**config.mk**
```make
export PLATFORM = sky130hd
export DESIGN_NAME = pid_with_antiwindup_filtered_d
export DESIGN_NICKNAME = d
export VERILOG_FILES = /design/src/rtl/pidaw_pkg.sv /design/src/rtl/pid_with_antiwindup_filtered_d.sv /design/src/rtl/pidaw_mul.sv /design/src/rtl/pidaw_div.sv
export SDC_FILE = /design/constraint.sdc
export NUM_CORES = 2
export LEC_CHECK = 0
export BUFFER_PORTS_ARGS = -buffer_cell sky130_fd_sc_hd__buf_4
export CORE_MARGIN = 5
export CORE_UTILIZATION = 45
export DETAILED_ROUTE_END_ITERATION = 12
export PLACE_DENSITY = 0.62
export REMOVE_ABC_BUFFERS = 1
export SETUP_SLACK_MARGIN = 0.02
export SYNTH_ARGS = -nofsm -noshare
export SYNTH_HDL_FRONTEND = slang
export SYNTH_SLANG_ARGS = --single-unit
```
**constraint.sdc**
```tcl
create_clock -name clk -period 15.84 [get_ports clk]
set_input_delay 3.168 -clock clk [delete_from_list [all_inputs] [get_ports clk]]
set_output_delay 3.168 -clock clk [all_outputs]
set_load 0.01 [all_outputs]
```
**src/rtl/pidaw_pkg.sv**
```systemverilog
package pidaw_pkg;

	localparam int DATA_W  = 32;
	localparam int DT_W    = 24;
	localparam int ACC_W   = 48;
	localparam int GAIN_W  = 31;
	localparam int ALPHA_W = 17;
	localparam int OUT_W   = 18;
	localparam int FRAC    = 16;
	localparam int MUL_A_W = 48;
	localparam int MUL_B_W = 32;
	localparam int MUL_P_W = MUL_A_W + MUL_B_W;
	localparam int PROD_W  = 62;
	localparam int DIV_N_W = 56;
	localparam int DIV_D_W = 32;
	localparam int SUM_W   = 64;
	localparam int WIDE_W  = DIV_N_W + 2;

	localparam logic [ALPHA_W-1:0] ONE      = 17'd65536;
	localparam logic [DIV_D_W-1:0] US_PER_S = 32'd1000000;
	localparam logic [DIV_N_W-1:0] HALF_US  = 56'd500000;
	localparam logic [PROD_W-1:0]  PROD_LIM = 62'h2000_0000_0000_0000;
	localparam logic signed [WIDE_W-1:0] ACC_HI = (58'sd1 <<< 47) - 58'sd1;
	localparam logic signed [WIDE_W-1:0] ACC_LO = -(58'sd1 <<< 47);

	typedef enum logic [2:0] {
		REG_GAIN_P,
		REG_GAIN_I,
		REG_GAIN_D,
		REG_INT_MIN,
		REG_INT_MAX,
		REG_ALPHA
	} reg_idx_t;

	typedef enum logic [3:0] {
		ST_IDLE,
		ST_INT_MUL,
		ST_INT_DIV,
		ST_RAW_MUL,
		ST_RAW_DIV,
		ST_LO_DIV,
		ST_HI_DIV,
		ST_DA_MUL,
		ST_DB_MUL,
		ST_CP_MUL,
		ST_CI_MUL,
		ST_CD_MUL,
		ST_OUT
	} state_t;

	function automatic logic signed [ACC_W-1:0] sat_acc(input logic signed [WIDE_W-1:0] v);
		logic signed [ACC_W-1:0] r;
		if (v > ACC_HI) begin
			r = ACC_HI[ACC_W-1:0];
		end else if (v < ACC_LO) begin
			r = ACC_LO[ACC_W-1:0];
		end else begin
			r = v[ACC_W-1:0];
		end
		return r;
	endfunction

	function automatic logic signed [WIDE_W-1:0] signed_of(input logic [DIV_N_W-1:0] m,
			input logic neg);
		logic signed [WIDE_W-1:0] w;
		w = signed'({2'b00, m});
		return neg ? -w : w;
	endfunction

	function automatic logic [ACC_W-1:0] mag_of(input logic signed [ACC_W-1:0] v);
		return v[ACC_W-1] ? ACC_W'(-v) : v;
	endfunction

	function automatic logic signed [SUM_W-1:0] with_sign(input logic [PROD_W-1:0] p,
			input logic neg);
		logic signed [SUM_W-1:0] w;
		w = signed'({2'b00, p});
		return neg ? -w : w;
	endfunction

	// Magnitude of v / 2^16, rounded to nearest with ties away from zero.
	function automatic logic [ACC_W-1:0] round_frac(input logic signed [SUM_W-1:0] v);
		logic [SUM_W-1:0] m;
		logic [SUM_W-1:0] s;
		m = v[SUM_W-1] ? SUM_W'(-v) : SUM_W'(v);
		s = m + 64'd32768;
		return s[SUM_W-1:FRAC];
	endfunction

endpackage

```
**src/rtl/pid_with_antiwindup_filtered_d.sv**
```systemverilog
// Channel   Direction  Handshake              Payload
// in        receive    in_valid / in_stall    error_in, elapsed_us
// out       send       out_valid / out_stall  drive, drive_clamped
// config    APB        psel/penable/pready    paddr, pwdata, prdata
//
// A result is loaded into the output register once its item's products and quotients are done, and
// the next item can be accepted in the cycle after that; items are not overlapped. Each of the seven
// products comes from the shared bit-serial multiplier, and each of the four quotients from the
// restoring divider; the two bound quotients are skipped with zero gain.
// Reset clears the controller history and loads the register defaults.
// in_stall is high from acceptance until the result is loaded into the output
// register; a stalled result holds the block in its last step until taken.
module pid_with_antiwindup_filtered_d (
	input  logic                                clk,
	input  logic                                arst_n,
	input  logic                                in_valid,
	output logic                                in_stall,
	input  logic signed [pidaw_pkg::DATA_W-1:0] error_in,
	input  logic [pidaw_pkg::DT_W-1:0]          elapsed_us,
	output logic                                out_valid,
	input  logic                                out_stall,
	output logic signed [pidaw_pkg::OUT_W-1:0]  drive,
	output logic                                drive_clamped,
	input  logic                                psel,
	input  logic                                penable,
	input  logic                                pwrite,
	input  logic [4:0]                          paddr,
	input  logic [31:0]                         pwdata,
	output logic [31:0]                         prdata,
	output logic                                pready
);

	pidaw_pkg::state_t state_q, state_d;

	logic [pidaw_pkg::GAIN_W-1:0]        gain_p_q, gain_i_q, gain_d_q;
	logic signed [31:0]                  int_min_q, int_max_q;
	logic [pidaw_pkg::ALPHA_W-1:0]       alpha_q;

	logic signed [pidaw_pkg::DATA_W-1:0] e_q, prev_e_q;
	logic [pidaw_pkg::DT_W-1:0]          dt_q;
	logic signed [pidaw_pkg::ACC_W-1:0]  integ_q, prev_d_q, raw_q, lo_q;
	logic signed [pidaw_pkg::SUM_W-1:0]  dsum_q, csum_q;
	logic                                diff_neg_q;
	logic                                go_q;
	logic                                out_valid_q;
	logic signed [pidaw_pkg::OUT_W-1:0]  drive_q;
	logic                                clamped_q;

	logic                                is_mul, is_div, unit_done, load_out;
	logic                                mul_start, mul_done, div_start, div_done;
	logic [pidaw_pkg::MUL_A_W-1:0]       mul_a;
	logic [pidaw_pkg::MUL_B_W-1:0]       mul_b;
	logic [pidaw_pkg::PROD_W-1:0]        mul_prod;
	logic [pidaw_pkg::DIV_N_W-1:0]       div_num, div_quot;
	logic [pidaw_pkg::DIV_D_W-1:0]       div_den;

	logic signed [32:0]                  diff;
	logic [pidaw_pkg::ALPHA_W-1:0]       alpha_eff;
	logic [31:0]                         min_mag, max_mag;
	logic signed [pidaw_pkg::ACC_W-1:0]  q_hi, q_deriv;
	logic signed [pidaw_pkg::SUM_W-1:0]  d_total;
	logic [pidaw_pkg::ACC_W-1:0]         cmd_mag;
	logic [pidaw_pkg::OUT_W-1:0]         drv_mag;
	logic                                cfg_wr;

	assign diff      = {e_q[31], e_q} - {prev_e_q[31], prev_e_q};
	assign alpha_eff = (alpha_q > pidaw_pkg::ONE) ? pidaw_pkg::ONE : alpha_q;
	assign min_mag   = 32'(pidaw_pkg::mag_of({{16{int_min_q[31]}}, int_min_q}));
	assign max_mag   = 32'(pidaw_pkg::mag_of({{16{int_max_q[31]}}, int_max_q}));
	assign q_hi      = pidaw_pkg::sat_acc(pidaw_pkg::signed_of(div_quot, int_max_q[31]));
	assign d_total   = dsum_q + pidaw_pkg::with_sign(mul_prod, prev_d_q[pidaw_pkg::ACC_W-1]);
	assign q_deriv   = d_total[pidaw_pkg::SUM_W-1]
			? -signed'(pidaw_pkg::round_frac(d_total))
			: signed'(pidaw_pkg::round_frac(d_total));
	assign cmd_mag   = pidaw_pkg::round_frac(csum_q);
	assign drv_mag   = (cmd_mag > {31'd0, pidaw_pkg::ONE}) ? {1'b0, pidaw_pkg::ONE}
			: cmd_mag[pidaw_pkg::OUT_W-1:0];

	// Next state.
	always_comb begin
		state_d = state_q;
		unique case (state_q)
			pidaw_pkg::ST_IDLE:    if (in_valid) state_d = pidaw_pkg::ST_INT_MUL;
			pidaw_pkg::ST_INT_MUL: if (unit_done) state_d = pidaw_pkg::ST_INT_DIV;
			pidaw_pkg::ST_INT_DIV: if (unit_done) state_d = pidaw_pkg::ST_RAW_MUL;
			pidaw_pkg::ST_RAW_MUL: if (unit_done) state_d = pidaw_pkg::ST_RAW_DIV;
			pidaw_pkg::ST_RAW_DIV: begin
				if (unit_done) begin
					state_d = (gain_i_q != '0) ? pidaw_pkg::ST_LO_DIV : pidaw_pkg::ST_DA_MUL;
				end
			end
			pidaw_pkg::ST_LO_DIV:  if (unit_done) state_d = pidaw_pkg::ST_HI_DIV;
			pidaw_pkg::ST_HI_DIV:  if (unit_done) state_d = pidaw_pkg::ST_DA_MUL;
			pidaw_pkg::ST_DA_MUL:  if (unit_done) state_d = pidaw_pkg::ST_DB_MUL;
			pidaw_pkg::ST_DB_MUL:  if (unit_done) state_d = pidaw_pkg::ST_CP_MUL;
			pidaw_pkg::ST_CP_MUL:  if (unit_done) state_d = pidaw_pkg::ST_CI_MUL;
			pidaw_pkg::ST_CI_MUL:  if (unit_done) state_d = pidaw_pkg::ST_CD_MUL;
			pidaw_pkg::ST_CD_MUL:  if (unit_done) state_d = pidaw_pkg::ST_OUT;
			pidaw_pkg::ST_OUT:     if (load_out) state_d = pidaw_pkg::ST_IDLE;
			default:               state_d = pidaw_pkg::ST_IDLE;
		endcase
	end

	// Unit selection and operands.
	always_comb begin
		is_mul  = 1'b0;
		is_div  = 1'b0;
		mul_a   = '0;
		mul_b   = '0;
		div_num = '0;
		div_den = pidaw_pkg::US_PER_S;
		unique case (state_q)
			pidaw_pkg::ST_INT_MUL: begin
				is_mul = 1'b1;
				mul_a  = pidaw_pkg::mag_of({{16{e_q[31]}}, e_q});
				mul_b  = {8'd0, dt_q};
			end
			pidaw_pkg::ST_INT_DIV: begin
				is_div  = 1'b1;
				div_num = mul_prod[pidaw_pkg::DIV_N_W-1:0] + pidaw_pkg::HALF_US;
			end
			pidaw_pkg::ST_RAW_MUL: begin
				is_mul = 1'b1;
				mul_a  = pidaw_pkg::mag_of({{15{diff[32]}}, diff});
				mul_b  = pidaw_pkg::US_PER_S;
			end
			pidaw_pkg::ST_RAW_DIV: begin
				is_div  = 1'b1;
				div_num = mul_prod[pidaw_pkg::DIV_N_W-1:0] + {33'd0, dt_q[pidaw_pkg::DT_W-1:1]};
				div_den = {8'd0, dt_q};
			end
			pidaw_pkg::ST_LO_DIV: begin
				is_div  = 1'b1;
				div_num = {8'd0, min_mag, 16'd0} + {26'd0, gain_i_q[pidaw_pkg::GAIN_W-1:1]};
				div_den = {1'b0, gain_i_q};
			end
			pidaw_pkg::ST_HI_DIV: begin
				is_div  = 1'b1;
				div_num = {8'd0, max_mag, 16'd0} + {26'd0, gain_i_q[pidaw_pkg::GAIN_W-1:1]};
				div_den = {1'b0, gain_i_q};
			end
			pidaw_pkg::ST_DA_MUL: begin
				is_mul = 1'b1;
				mul_a  = pidaw_pkg::mag_of(raw_q);
				mul_b  = {15'd0, alpha_eff};
			end
			pidaw_pkg::ST_DB_MUL: begin
				is_mul = 1'b1;
				mul_a  = pidaw_pkg::mag_of(prev_d_q);
				mul_b  = {15'd0, pidaw_pkg::ONE - alpha_eff};
			end
			pidaw_pkg::ST_CP_MUL: begin
				is_mul = 1'b1;
				mul_a  = pidaw_pkg::mag_of({{16{e_q[31]}}, e_q});
				mul_b  = {1'b0, gain_p_q};
			end
			pidaw_pkg::ST_CI_MUL: begin
				is_mul = 1'b1;
				mul_a  = pidaw_pkg::mag_of(integ_q);
				mul_b  = {1'b0, gain_i_q};
			end
			pidaw_pkg::ST_CD_MUL: begin
				is_mul = 1'b1;
				mul_a  = pidaw_pkg::mag_of(prev_d_q);
				mul_b  = {1'b0, gain_d_q};
			end
			default: begin
			end
		endcase
	end

	assign mul_start = is_mul && !go_q;
	assign div_start = is_div && !go_q;
	assign unit_done = (is_mul && mul_done) || (is_div && div_done);
	assign load_out  = (state_q == pidaw_pkg::ST_OUT) && (!out_valid_q || !out_stall);

	pidaw_mul u_mul (
		.clk    (clk),
		.arst_n (arst_n),
		.start  (mul_start),
		.a      (mul_a),
		.b      (mul_b),
		.done   (mul_done),
		.prod   (mul_prod)
	);

	pidaw_div u_div (
		.clk    (clk),
		.arst_n (arst_n),
		.start  (div_start),
		.num    (div_num),
		.den    (div_den),
		.done   (div_done),
		.quot   (div_quot)
	);

	always_ff @(posedge clk or negedge arst_n) begin
		if (!arst_n) begin
			state_q     <= pidaw_pkg::ST_IDLE;
			go_q        <= 1'b0;
			out_valid_q <= 1'b0;
			prev_e_q    <= '0;
			integ_q     <= '0;
			prev_d_q    <= '0;
		end else begin
			state_q <= state_d;
			if (mul_start || div_start) begin
				go_q <= 1'b1;
			end else if (unit_done) begin
				go_q <= 1'b0;
			end
			if (load_out) begin
				out_valid_q <= 1'b1;
			end else if (!out_stall) begin
				out_valid_q <= 1'b0;
			end
			if (unit_done) begin
				case (state_q)
					pidaw_pkg::ST_INT_DIV: begin
						integ_q <= pidaw_pkg::sat_acc({{10{integ_q[47]}}, integ_q}
								+ pidaw_pkg::signed_of(div_quot, e_q[31]));
					end
					pidaw_pkg::ST_RAW_MUL: prev_e_q <= e_q;
					pidaw_pkg::ST_HI_DIV: begin
						// The low bound wins when the bounds cross.
						if (integ_q < lo_q) begin
							integ_q <= lo_q;
						end else if (integ_q > q_hi) begin
							integ_q <= q_hi;
						end
					end
					pidaw_pkg::ST_DB_MUL: prev_d_q <= q_deriv;
					default: begin
					end
				endcase
			end
		end
	end

	always_ff @(posedge clk) begin
		if (state_q == pidaw_pkg::ST_IDLE && in_valid) begin
			e_q  <= error_in;
			dt_q <= (elapsed_us == '0) ? pidaw_pkg::DT_W'(1) : elapsed_us;
		end
		if (unit_done) begin
			case (state_q)
				pidaw_pkg::ST_RAW_MUL: diff_neg_q <= diff[32];
				pidaw_pkg::ST_RAW_DIV: begin
					raw_q <= pidaw_pkg::sat_acc(pidaw_pkg::signed_of(div_quot, diff_neg_q));
				end
				pidaw_pkg::ST_LO_DIV: begin
					lo_q <= pidaw_pkg::sat_acc(pidaw_pkg::signed_of(div_quot, int_min_q[31]));
				end
				pidaw_pkg::ST_DA_MUL: dsum_q <= pidaw_pkg::with_sign(mul_prod, raw_q[47]);
				pidaw_pkg::ST_CP_MUL: csum_q <= pidaw_pkg::with_sign(mul_prod, e_q[31]);
				pidaw_pkg::ST_CI_MUL: csum_q <= csum_q + pidaw_pkg::with_sign(mul_prod, integ_q[47]);
				pidaw_pkg::ST_CD_MUL: csum_q <= csum_q + pidaw_pkg::with_sign(mul_prod, prev_d_q[47]);
				default: begin
				end
			endcase
		end
		if (load_out) begin
			drive_q   <= csum_q[pidaw_pkg::SUM_W-1] ? -signed'(drv_mag) : signed'(drv_mag);
			clamped_q <= cmd_mag > {31'd0, pidaw_pkg::ONE};
		end
	end

	// Configuration registers.
	assign cfg_wr = psel && penable && pwrite;

	always_ff @(posedge clk or negedge arst_n) begin
		if (!arst_n) begin
			gain_p_q  <= 31'd15073;
			gain_i_q  <= 31'd1966;
			gain_d_q  <= 31'd1311;
			int_min_q <= -32'sd3277;
			int_max_q <= 32'sd3277;
			alpha_q   <= 17'd65536;
		end else if (cfg_wr) begin
			unique case (pidaw_pkg::reg_idx_t'(paddr[4:2]))
				pidaw_pkg::REG_GAIN_P:  gain_p_q  <= pwdata[30:0];
				pidaw_pkg::REG_GAIN_I:  gain_i_q  <= pwdata[30:0];
				pidaw_pkg::REG_GAIN_D:  gain_d_q  <= pwdata[30:0];
				pidaw_pkg::REG_INT_MIN: int_min_q <= signed'(pwdata);
				pidaw_pkg::REG_INT_MAX: int_max_q <= signed'(pwdata);
				pidaw_pkg::REG_ALPHA:   alpha_q   <= pwdata[16:0];
				default: begin
				end
			endcase
		end
	end

	always_comb begin
		unique case (pidaw_pkg::reg_idx_t'(paddr[4:2]))
			pidaw_pkg::REG_GAIN_P:  prdata = {1'b0, gain_p_q};
			pidaw_pkg::REG_GAIN_I:  prdata = {1'b0, gain_i_q};
			pidaw_pkg::REG_GAIN_D:  prdata = {1'b0, gain_d_q};
			pidaw_pkg::REG_INT_MIN: prdata = int_min_q;
			pidaw_pkg::REG_INT_MAX: prdata = int_max_q;
			pidaw_pkg::REG_ALPHA:   prdata = {15'd0, alpha_q};
			default:                prdata = '0;
		endcase
	end

	assign pready        = 1'b1;
	assign in_stall      = state_q != pidaw_pkg::ST_IDLE;
	assign out_valid     = out_valid_q;
	assign drive         = drive_q;
	assign drive_clamped = clamped_q;

endmodule

```
**src/rtl/pidaw_mul.sv**
```systemverilog
module pidaw_mul (
	input  logic                           clk,
	input  logic                           arst_n,
	input  logic                           start,
	input  logic [pidaw_pkg::MUL_A_W-1:0]  a,
	input  logic [pidaw_pkg::MUL_B_W-1:0]  b,
	output logic                           done,
	output logic [pidaw_pkg::PROD_W-1:0]   prod
);

	logic [pidaw_pkg::MUL_P_W-1:0] a_q;
	logic [pidaw_pkg::MUL_P_W-1:0] acc_q;
	logic [pidaw_pkg::MUL_B_W-1:0] b_q;
	logic [4:0]                    cnt_q;
	logic                          busy_q;
	logic                          done_q;

	always_ff @(posedge clk or negedge arst_n) begin
		if (!arst_n) begin
			cnt_q  <= '0;
			busy_q <= 1'b0;
			done_q <= 1'b0;
		end else begin
			done_q <= 1'b0;
			if (start) begin
				cnt_q  <= '0;
				busy_q <= 1'b1;
			end else if (busy_q) begin
				cnt_q <= cnt_q + 5'd1;
				if (cnt_q == 5'd31) begin
					busy_q <= 1'b0;
					done_q <= 1'b1;
				end
			end
		end
	end

	// One multiplier bit per cycle, least significant first.
	always_ff @(posedge clk) begin
		if (start) begin
			a_q   <= {{pidaw_pkg::MUL_B_W{1'b0}}, a};
			b_q   <= b;
			acc_q <= '0;
		end else if (busy_q) begin
			if (b_q[0]) begin
				acc_q <= acc_q + a_q;
			end
			a_q <= {a_q[pidaw_pkg::MUL_P_W-2:0], 1'b0};
			b_q <= {1'b0, b_q[pidaw_pkg::MUL_B_W-1:1]};
		end
	end

	assign done = done_q;
	assign prod = (acc_q > {18'd0, pidaw_pkg::PROD_LIM}) ? pidaw_pkg::PROD_LIM
			: acc_q[pidaw_pkg::PROD_W-1:0];

endmodule

```
**src/rtl/pidaw_div.sv**
```systemverilog
module pidaw_div (
	input  logic                           clk,
	input  logic                           arst_n,
	input  logic                           start,
	input  logic [pidaw_pkg::DIV_N_W-1:0]  num,
	input  logic [pidaw_pkg::DIV_D_W-1:0]  den,
	output logic                           done,
	output logic [pidaw_pkg::DIV_N_W-1:0]  quot
);

	logic [pidaw_pkg::DIV_N_W-1:0] num_q;
	logic [pidaw_pkg::DIV_D_W-1:0] den_q;
	logic [pidaw_pkg::DIV_D_W-1:0] rem_q;
	logic [5:0]                    cnt_q;
	logic                          busy_q;
	logic                          done_q;
	logic [pidaw_pkg::DIV_D_W:0]   trial;
	logic                          fits;

	assign trial = {rem_q, num_q[pidaw_pkg::DIV_N_W-1]};
	assign fits  = trial >= {1'b0, den_q};

	always_ff @(posedge clk or negedge arst_n) begin
		if (!arst_n) begin
			cnt_q  <= '0;
			busy_q <= 1'b0;
			done_q <= 1'b0;
		end else begin
			done_q <= 1'b0;
			if (start) begin
				cnt_q  <= '0;
				busy_q <= 1'b1;
			end else if (busy_q) begin
				cnt_q <= cnt_q + 6'd1;
				if (cnt_q == 6'(pidaw_pkg::DIV_N_W - 1)) begin
					busy_q <= 1'b0;
					done_q <= 1'b1;
				end
			end
		end
	end

	// Restoring division: the quotient bits shift in where the dividend leaves.
	always_ff @(posedge clk) begin
		if (start) begin
			num_q <= num;
			den_q <= den;
			rem_q <= '0;
		end else if (busy_q) begin
			rem_q <= fits ? pidaw_pkg::DIV_D_W'(trial - {1'b0, den_q})
					: trial[pidaw_pkg::DIV_D_W-1:0];
			num_q <= {num_q[pidaw_pkg::DIV_N_W-2:0], fits};
		end
	end

	assign done = done_q;
	assign quot = num_q;

endmodule

```
=== After elaboration in Yosys (flattened, before gate mapping) ===
Cells that the tools add are included.

* Reduce and logical (&&, ||, !) cells: 44
* Equality and inequality tests: 34
* Muxes and demuxes: 81
* Add/sub/neg operators: 29
* $lt $le $gt $ge: 14

{| class="wikitable"
|+ Operators by type and width
! kind !! count
|-
| 48-bit two-way mux || 16
|-
| 64-bit two-way mux || 5
|-
| 48-bit case mux with 5 select lines || 1
|-
| 58-bit by 48-bit > comparator with 1-bit output, second input constant || 4
|-
| 58-bit by 48-bit < comparator with 1-bit output, second input constant || 4
|-
| 58-bit two-way mux || 4
|-
| 56-bit case mux with 4 select lines || 1
|-
| 31-bit case mux with 7 select lines || 1
|-
| 64-bit adder || 3
|-
| 48-bit negator || 4
|-
| 32-bit case mux with 6 select lines || 1
|-
| 64-bit case mux with 3 select lines || 1
|-
| 32-bit two-way mux || 5
|-
| 64-bit by 16-bit adder with 64-bit output, second input constant || 2
|-
| 64-bit negator || 2
|-
| 62-bit two-way mux || 2
|-
| 56-bit two-way mux || 2
|-
| 48-bit by 30-bit adder with 49-bit output || 2
|-
| 48-bit case mux with 2 select lines || 1
|-
| 80-bit adder || 1
|-
| 80-bit by 62-bit > comparator with 1-bit output, second input constant || 1
|-
| 32-bit negator || 2
|-
| 62-bit negator with 64-bit output || 1
|-
| 31-bit case mux with 2 select lines || 1
|-
| other kinds (53) || 135
|}

* Word-level logic and storage cells: 237
* Bits of input ports: 100
* Flip-flop bits (word level): 935
* Output and inout bits: 54

=== Longest topological paths before layout ===
* Word-level depth: 10
* Mapped depth: 63
* Gate-level depth less buffers: 46

=== By module ===
A second synthesis with hierarchy kept.

* Cell total of the unflattened synthesis: 10461
* Area total of the unflattened synthesis: 86285.3 um2

{| class="wikitable"
|+ By module, submodules not included
! module !! times used !! cells an instance !! sequential area each (um2) !! area each (um2)
|-
| pid_with_antiwindup_filtered_d || 1 || 8393 || 16787.4 || 66304.8
|-
| pidaw_mul || 1 || 1369 || 4819.6 || 12560.8
|-
| pidaw_div || 1 || 699 || 3483.3 || 7419.6
|}

=== Worst setup path after synthesis ===
Ideal clock, no wire load.

* Kind: reg2reg
* From: register u_mul.acc_q[32] (netlist name)
* To: register prev_d_q[43] (netlist name)
* Arrival: 13.455 ns
* Period minus slack after synthesis: 13.579 ns
* Required time: 15.715 ns
* Stages on the path, launching flop included: 62
* Setup slack: 2.261 ns
* Path buffers: 18
* Library setup time: 0.125 ns
* Cell sequence: dfxtp_1 -> buf_2 -> or4_1 -> or3_1 -> clkbuf_1 -> nor4_1 -> a21boi_0 -> nor2_1 -> clkbuf_1 -> clkbuf_1 -> clkbuf_1 -> clkbuf_1 -> clkbuf_1 -> buf_1 -> and2_1 -> inv_1 -> ha_1 -> o21a_1 -> [... 26 more ...] -> a21oi_1 -> xnor2_1 -> ha_1 -> nand2_1 -> nor4b_1 -> a31oi_1 -> a21oi_2 -> and4_1 -> buf_2 -> nand4_1 -> a211oi_1 -> nor3_1 -> or4b_1 -> nor3_2 -> nand2_1 -> o31a_1 -> xnor2_1 -> mux2_2

* Cells in the longest elaborated chain, start to end: 10

{| class="wikitable"
|+ RTL lines
! what !! line !! source
|-
| from (decl) || pidaw_mul.sv:12 || <nowiki>logic [pidaw_pkg::MUL_P_W-1:0] acc_q;</nowiki>
|-
| from (signal assigned) || pidaw_mul.sv:46 || <nowiki>acc_q <= acc_q + a_q;</nowiki>
|-
| 80-bit by 62-bit > comparator with 1-bit output (*) || pidaw_mul.sv:54 || <nowiki>assign prod = (acc_q > {18'd0, pidaw_pkg::PROD_LIM}) ? pidaw_pkg::PROD_LIM</nowiki>
|-
| 62-bit two-way mux (*) || pidaw_mul.sv:54 ||
|-
| named net mul_prod, one bit || pid_with_antiwindup_filtered_d.sv:53 || <nowiki>logic [pidaw_pkg::PROD_W-1:0] mul_prod;</nowiki>
|-
| 62-bit negator with 64-bit output || pidaw_pkg.sv:78 || <nowiki>return neg ? -w : w;</nowiki>
|-
| 64-bit two-way mux (*) || pidaw_pkg.sv:78 ||
|-
| 64-bit adder (*) || pid_with_antiwindup_filtered_d.sv:71 || <nowiki>assign d_total = dsum_q + pidaw_pkg::with_sign(mul_prod, prev_d_q[pidaw_pkg::ACC_W-1]);</nowiki>
|-
| 64-bit negator || pidaw_pkg.sv:85 || <nowiki>m = v[SUM_W-1] ? SUM_W'(-v) : SUM_W'(v);</nowiki>
|-
| 64-bit two-way mux || pidaw_pkg.sv:85 ||
|-
| 64-bit by 16-bit adder with 64-bit output || pidaw_pkg.sv:86 || <nowiki>s = m + 64'd32768;</nowiki>
|-
| 48-bit negator || pid_with_antiwindup_filtered_d.sv:73 || <nowiki>? -signed'(pidaw_pkg::round_frac(d_total))</nowiki>
|-
| 48-bit two-way mux (*) || pid_with_antiwindup_filtered_d.sv:73 ||
|-
| to (signal assigned) || pid_with_antiwindup_filtered_d.sv:232 || <nowiki>pidaw_pkg::ST_DB_MUL: prev_d_q <= q_deriv;</nowiki>
|-
| to (decl) || pid_with_antiwindup_filtered_d.sv:41 || <nowiki>logic signed [pidaw_pkg::ACC_W-1:0] integ_q, prev_d_q, raw_q, lo_q;</nowiki>
|}

The timed path passes the listed nets; every way through them passes the cells marked *.
A chain may end at the register's enable or synchronous reset.

=== Worst setup path in the final report ===
* From: register u_mul.acc_q[32] (netlist name)
* To: register prev_d_q[47] (netlist name)

* Cells in the longest elaborated chain, start to end: 10

{| class="wikitable"
|+ RTL lines
! what !! line
|-
| 80-bit by 62-bit > comparator with 1-bit output || pidaw_mul.sv:54
|-
| 62-bit two-way mux (*) || pidaw_mul.sv:54
|-
| 62-bit negator with 64-bit output || pidaw_pkg.sv:78
|-
| 64-bit two-way mux (*) || pidaw_pkg.sv:78
|-
| 64-bit adder (*) || pid_with_antiwindup_filtered_d.sv:71
|-
| 64-bit negator || pidaw_pkg.sv:85
|-
| 64-bit two-way mux || pidaw_pkg.sv:85
|-
| 64-bit by 16-bit adder with 64-bit output || pidaw_pkg.sv:86
|-
| 48-bit negator || pid_with_antiwindup_filtered_d.sv:73
|-
| 48-bit two-way mux (*) || pid_with_antiwindup_filtered_d.sv:73
|}

Mark *: on every way between the ends. The rest lies on a longest branch, timed or not.

==> flow_metrics.py <==
metrics = {
    "hold_path": {
        "hold_path_depth": 2,
        "hold_path.class": "flip-flop to flip-flop",
    },
    "global_route": {
        "grt_pass1_wl_um": 486000,
        "grt_max_degree": 114,
        "grt_overflow": 0,
        "antenna_found_initial": 9,
        "track_usage_pct": 32.7,
        "grt_pass1_vias": 75600,
    },
    "layout": {
        "drive_gt1_share_pct": 8.93,
        "seq_area_um2": 25000,
        "final_nets": 10700,
        "area_growth_pct": 9.11,
        "fill_cells": 17800,
        "multiInputGateArea_um2": 55300,
        "design_area_um2": 91300,
    },
    "synth": {
        "yosysWarnings": 0,
        "ys_top_cells_by_area": "edfxtp_1 17%, dfrtp_1 8.0%, ha_1 7.3%",
        "syn_inst": 10300,
        "yosys.area.top_type_share_pct": 16.7,
        "ys_ff_latch": 933,
        "ys.flop_type": "edfxtp_1",
        "synth_edf_count": 466,
        "syn-cell-area_um2": 83600,
        "synth-async-reset-ratio_pct": 34.6,
        "yosys-top-cells-count": "1284 x nand2_1, 833 x a21oi_1, 801 x nor2_1",
        "syn_avg_cell_area_um2": 8.10,
        "synth_top_area_cell": "edfxtp_1",
        "yosysSeqAreaShare_pct": 29.9,
        "yosysMostFrequentCell": "nand2_1",
        "yosys.cell_types.count": 102,
    },
    "detailed_routing": {
        "ant_nets": 0,
        "dr.pass1.iters": 10,
        "drc_errors": 0,
        "routed_wl_um": 332000,
        "drtIter0Drc": 9876,
        "avgRoutedWirePerCell_um": 26.1,
        "vias": 80500,
        "vias_per_cell": 6.33,
    },
    "timing": {
        "slew_headroom_pct": 11.1,
        "slew_viol_final": 0,
        "post-route-min-period_ns": 14.26,
        "fin_setup_tns_ns": 0,
        "max_freq_mhz": 70.1,
        "skew_ns": 0.0831,
        "tightest_slew_ns": 1.32,
        "hold_viol_final": 0,
        "timing.hold.ws_ns": 0.473,
        "setup_viol": 0,
        "fin_crit_sh_pct": 90.0,
        "rsz0062_at_grt": "no",
        "fin_ws_ns": 1.58,
    },
    "worst_setup_path": {
        "slowest_delay_ns": 0.95,
        "crit_top_cell": "nand2_1",
        "end_kind": "flip-flop",
        "cp_max_fo": 86,
        "crit_arrival_ns": 14.90,
        "slowest_stage": "nor4_1",
        "rr_worst_depth": 39,
        "cp-start-kind": "flip-flop",
        "critPathKind": "flip-flop to flip-flop",
        "timing.critical_path.required_ns": 16.48,
    },
    "floorplanning": {
        "die_x_um": 441,
        "num_rows": 158,
        "io_pins": 154,
        "dieArea_um2": 195000,
        "die_h_um": 441,
        "core_area_um2": 185000,
        "initial_core_util_pct": 45.2,
    },
    "flow_run": {
        "drv_cap": 0,
    },
    "clock_network": {
        "clockBufferDepth": 3,
        "cts_made_buffers": 117,
        "ctsResizeCount": 0,
        "cts_tree": "yes",
        "cts_sinks": 933,
        "htreeDepth": 3,
        "clockRootBuffer": "clkbuf_16",
        "clk_pin_slew_ns": 0.07,
        "insertion_delay_ns": 0.83,
        "ctsHoldBuffers": 0,
        "post_cts_buffers": 0,
    },
    "power": {
        "seq_power_share_pct": 29.7,
        "power_density_nw_per_um2": 161,
        "internal_power_uw": 7810,
        "ir_worst_vdd_v": 0.000137,
        "net-switching-power_uw": 6840,
        "clkPwrFrac_pct": 20.2,
        "p_comb_share_pct": 50.0,
        "power.total_uw": 14700,
        "swShare_pct": 46.7,
        "p_leak_uw": 0.0372,
    },
    "place": {
        "io_buffer_count": 150,
        "gp_congestion": 1.01,
        "place_area_um2": 87000,
        "hpwlAfterDp_um": 248000,
        "place_worst_setup_slack_ns": 2.13,
    },
    "outcome": {
        "status": "complete, no violations",
    },
}
## per-stage QoR
step	util (%)	std cells
global route	49.3	12700
floorplan	-	9698
finish	49.3	12700
detailed placement	47.0	12500
global placement	47.0	12500
CTS	49.3	12700
## critical path: cells and delay by family (launching register included)
kind | cells | cell delay [ns]
muxes | 1 | 0.23
and+or+nand+nor | 21 | 7.16
DFF | 1 | 0.50
adders and majority gates | 2 | 0.76
AOI/OAI and AO/OA | 13 | 4.26
buffers and inverters | 2 | 1.10
## final timing paths
kind	slack, ns	to	startpoint
setup / recovery	1.58	prev_d_q[47]$_DFFE_PN0P_	u_mul.acc_q[32]$_SDFFE_PP0P_
hold / removal	0.47	u_mul.acc_q[67]$_SDFFE_PP0P_	u_mul.acc_q[67]$_SDFFE_PP0P_
setup reg to reg	1.58	prev_d_q[47]$_DFFE_PN0P_	u_mul.acc_q[32]$_SDFFE_PP0P_
min in group asynchronous	2.34	integ_q[16]$_DFFE_PN0P_	arst_n
max in group asynchronous	11.19	u_mul.busy_q$_DFF_PN0_	arst_n
hold reg to reg	0.47	u_mul.acc_q[67]$_SDFFE_PP0P_	u_mul.acc_q[67]$_SDFFE_PP0P_
## final cells by class
| type | instances | share of cell area (%) |
|---|---|---|
| multi-input combinational | 8425 | 60.6 |
| inverter | 340 | 1.40 |
| clock inverter | 59 | 0.810 |
| timing repair buffer | 307 | 2.56 |
| tap | 2480 | 3.40 |
| antenna | 6 | 0.0165 |
| sequential | 933 | 27.4 |
| clock buffer | 165 | 3.79 |
## per-layer routing
layer | vias to the layer above | GRT usage, % | part of all wire, %
met5 | - | 0 | 0.017
met3 | 795 | 6.90 | 9.5
met4 | 4 | 16.2 | 5.9
li1 | 37000 | - | -
met2 | 3807 | 50.5 | 43
met1 | 38900 | 43.6 | 41
## flip-flops by register name (all words and copies together) (netlist names), 48 cells and up
name         cells
csum_q          64
dsum_q          64
integ_q         48
lo_q            48
prev_d_q        48
raw_q           48
u_div.quot      56
u_mul.a_q       80
u_mul.acc_q     80
## power by group through the flow
stage               Combinational (uW)  Sequential [uW]  Clock [uW]
finish                            7330             4350        2970
global route                      7960             4380        3100
CTS                               7160             4320        3010
detailed placement                7100             4360           0
global placement                  6990             4340           0
floorplan                         4920             3990           0
## placed cells by master (no fill, tap or decap), drive strengths merged, types with 210 or more instances in the layout
| master | synthesis | routed |
|---|---|---|
| edfxtp | 466 | 466 |
| buf | 97 | 307 |
| o21ai | 788 | 788 |
| xor2 | 453 | 453 |
| nand2 | 1284 | 1284 |
| dfrtp | 266 | 266 |
| xnor2 | 687 | 687 |
| nor2 | 801 | 801 |
| a21oi | 835 | 835 |
| a21o | 224 | 224 |
| inv | 329 | 337 |
| ha | 486 | 486 |
| nand3 | 210 | 210 |
## logic make-up (layout without fill, tap and decap cells)
family | after synthesis | count (layout) | synth area share [%]
AOI/OAI and AO/OA | 2972 | 2972 | 22.3
xor gates and xnor gates | 1141 | 1141 | 12.0
adders and majority gates | 497 | 497 | 7.50
buffers and inverters | 968 | 871 | 4.38
DFF | 933 | 933 | 29.9
muxes | 298 | 298 | 3.96
other | 1 | 7 | 0.00448
and+or+nand+nor | 3516 | 3516 | 19.9
No activity file was read; power rests on OpenSTA's default activity.
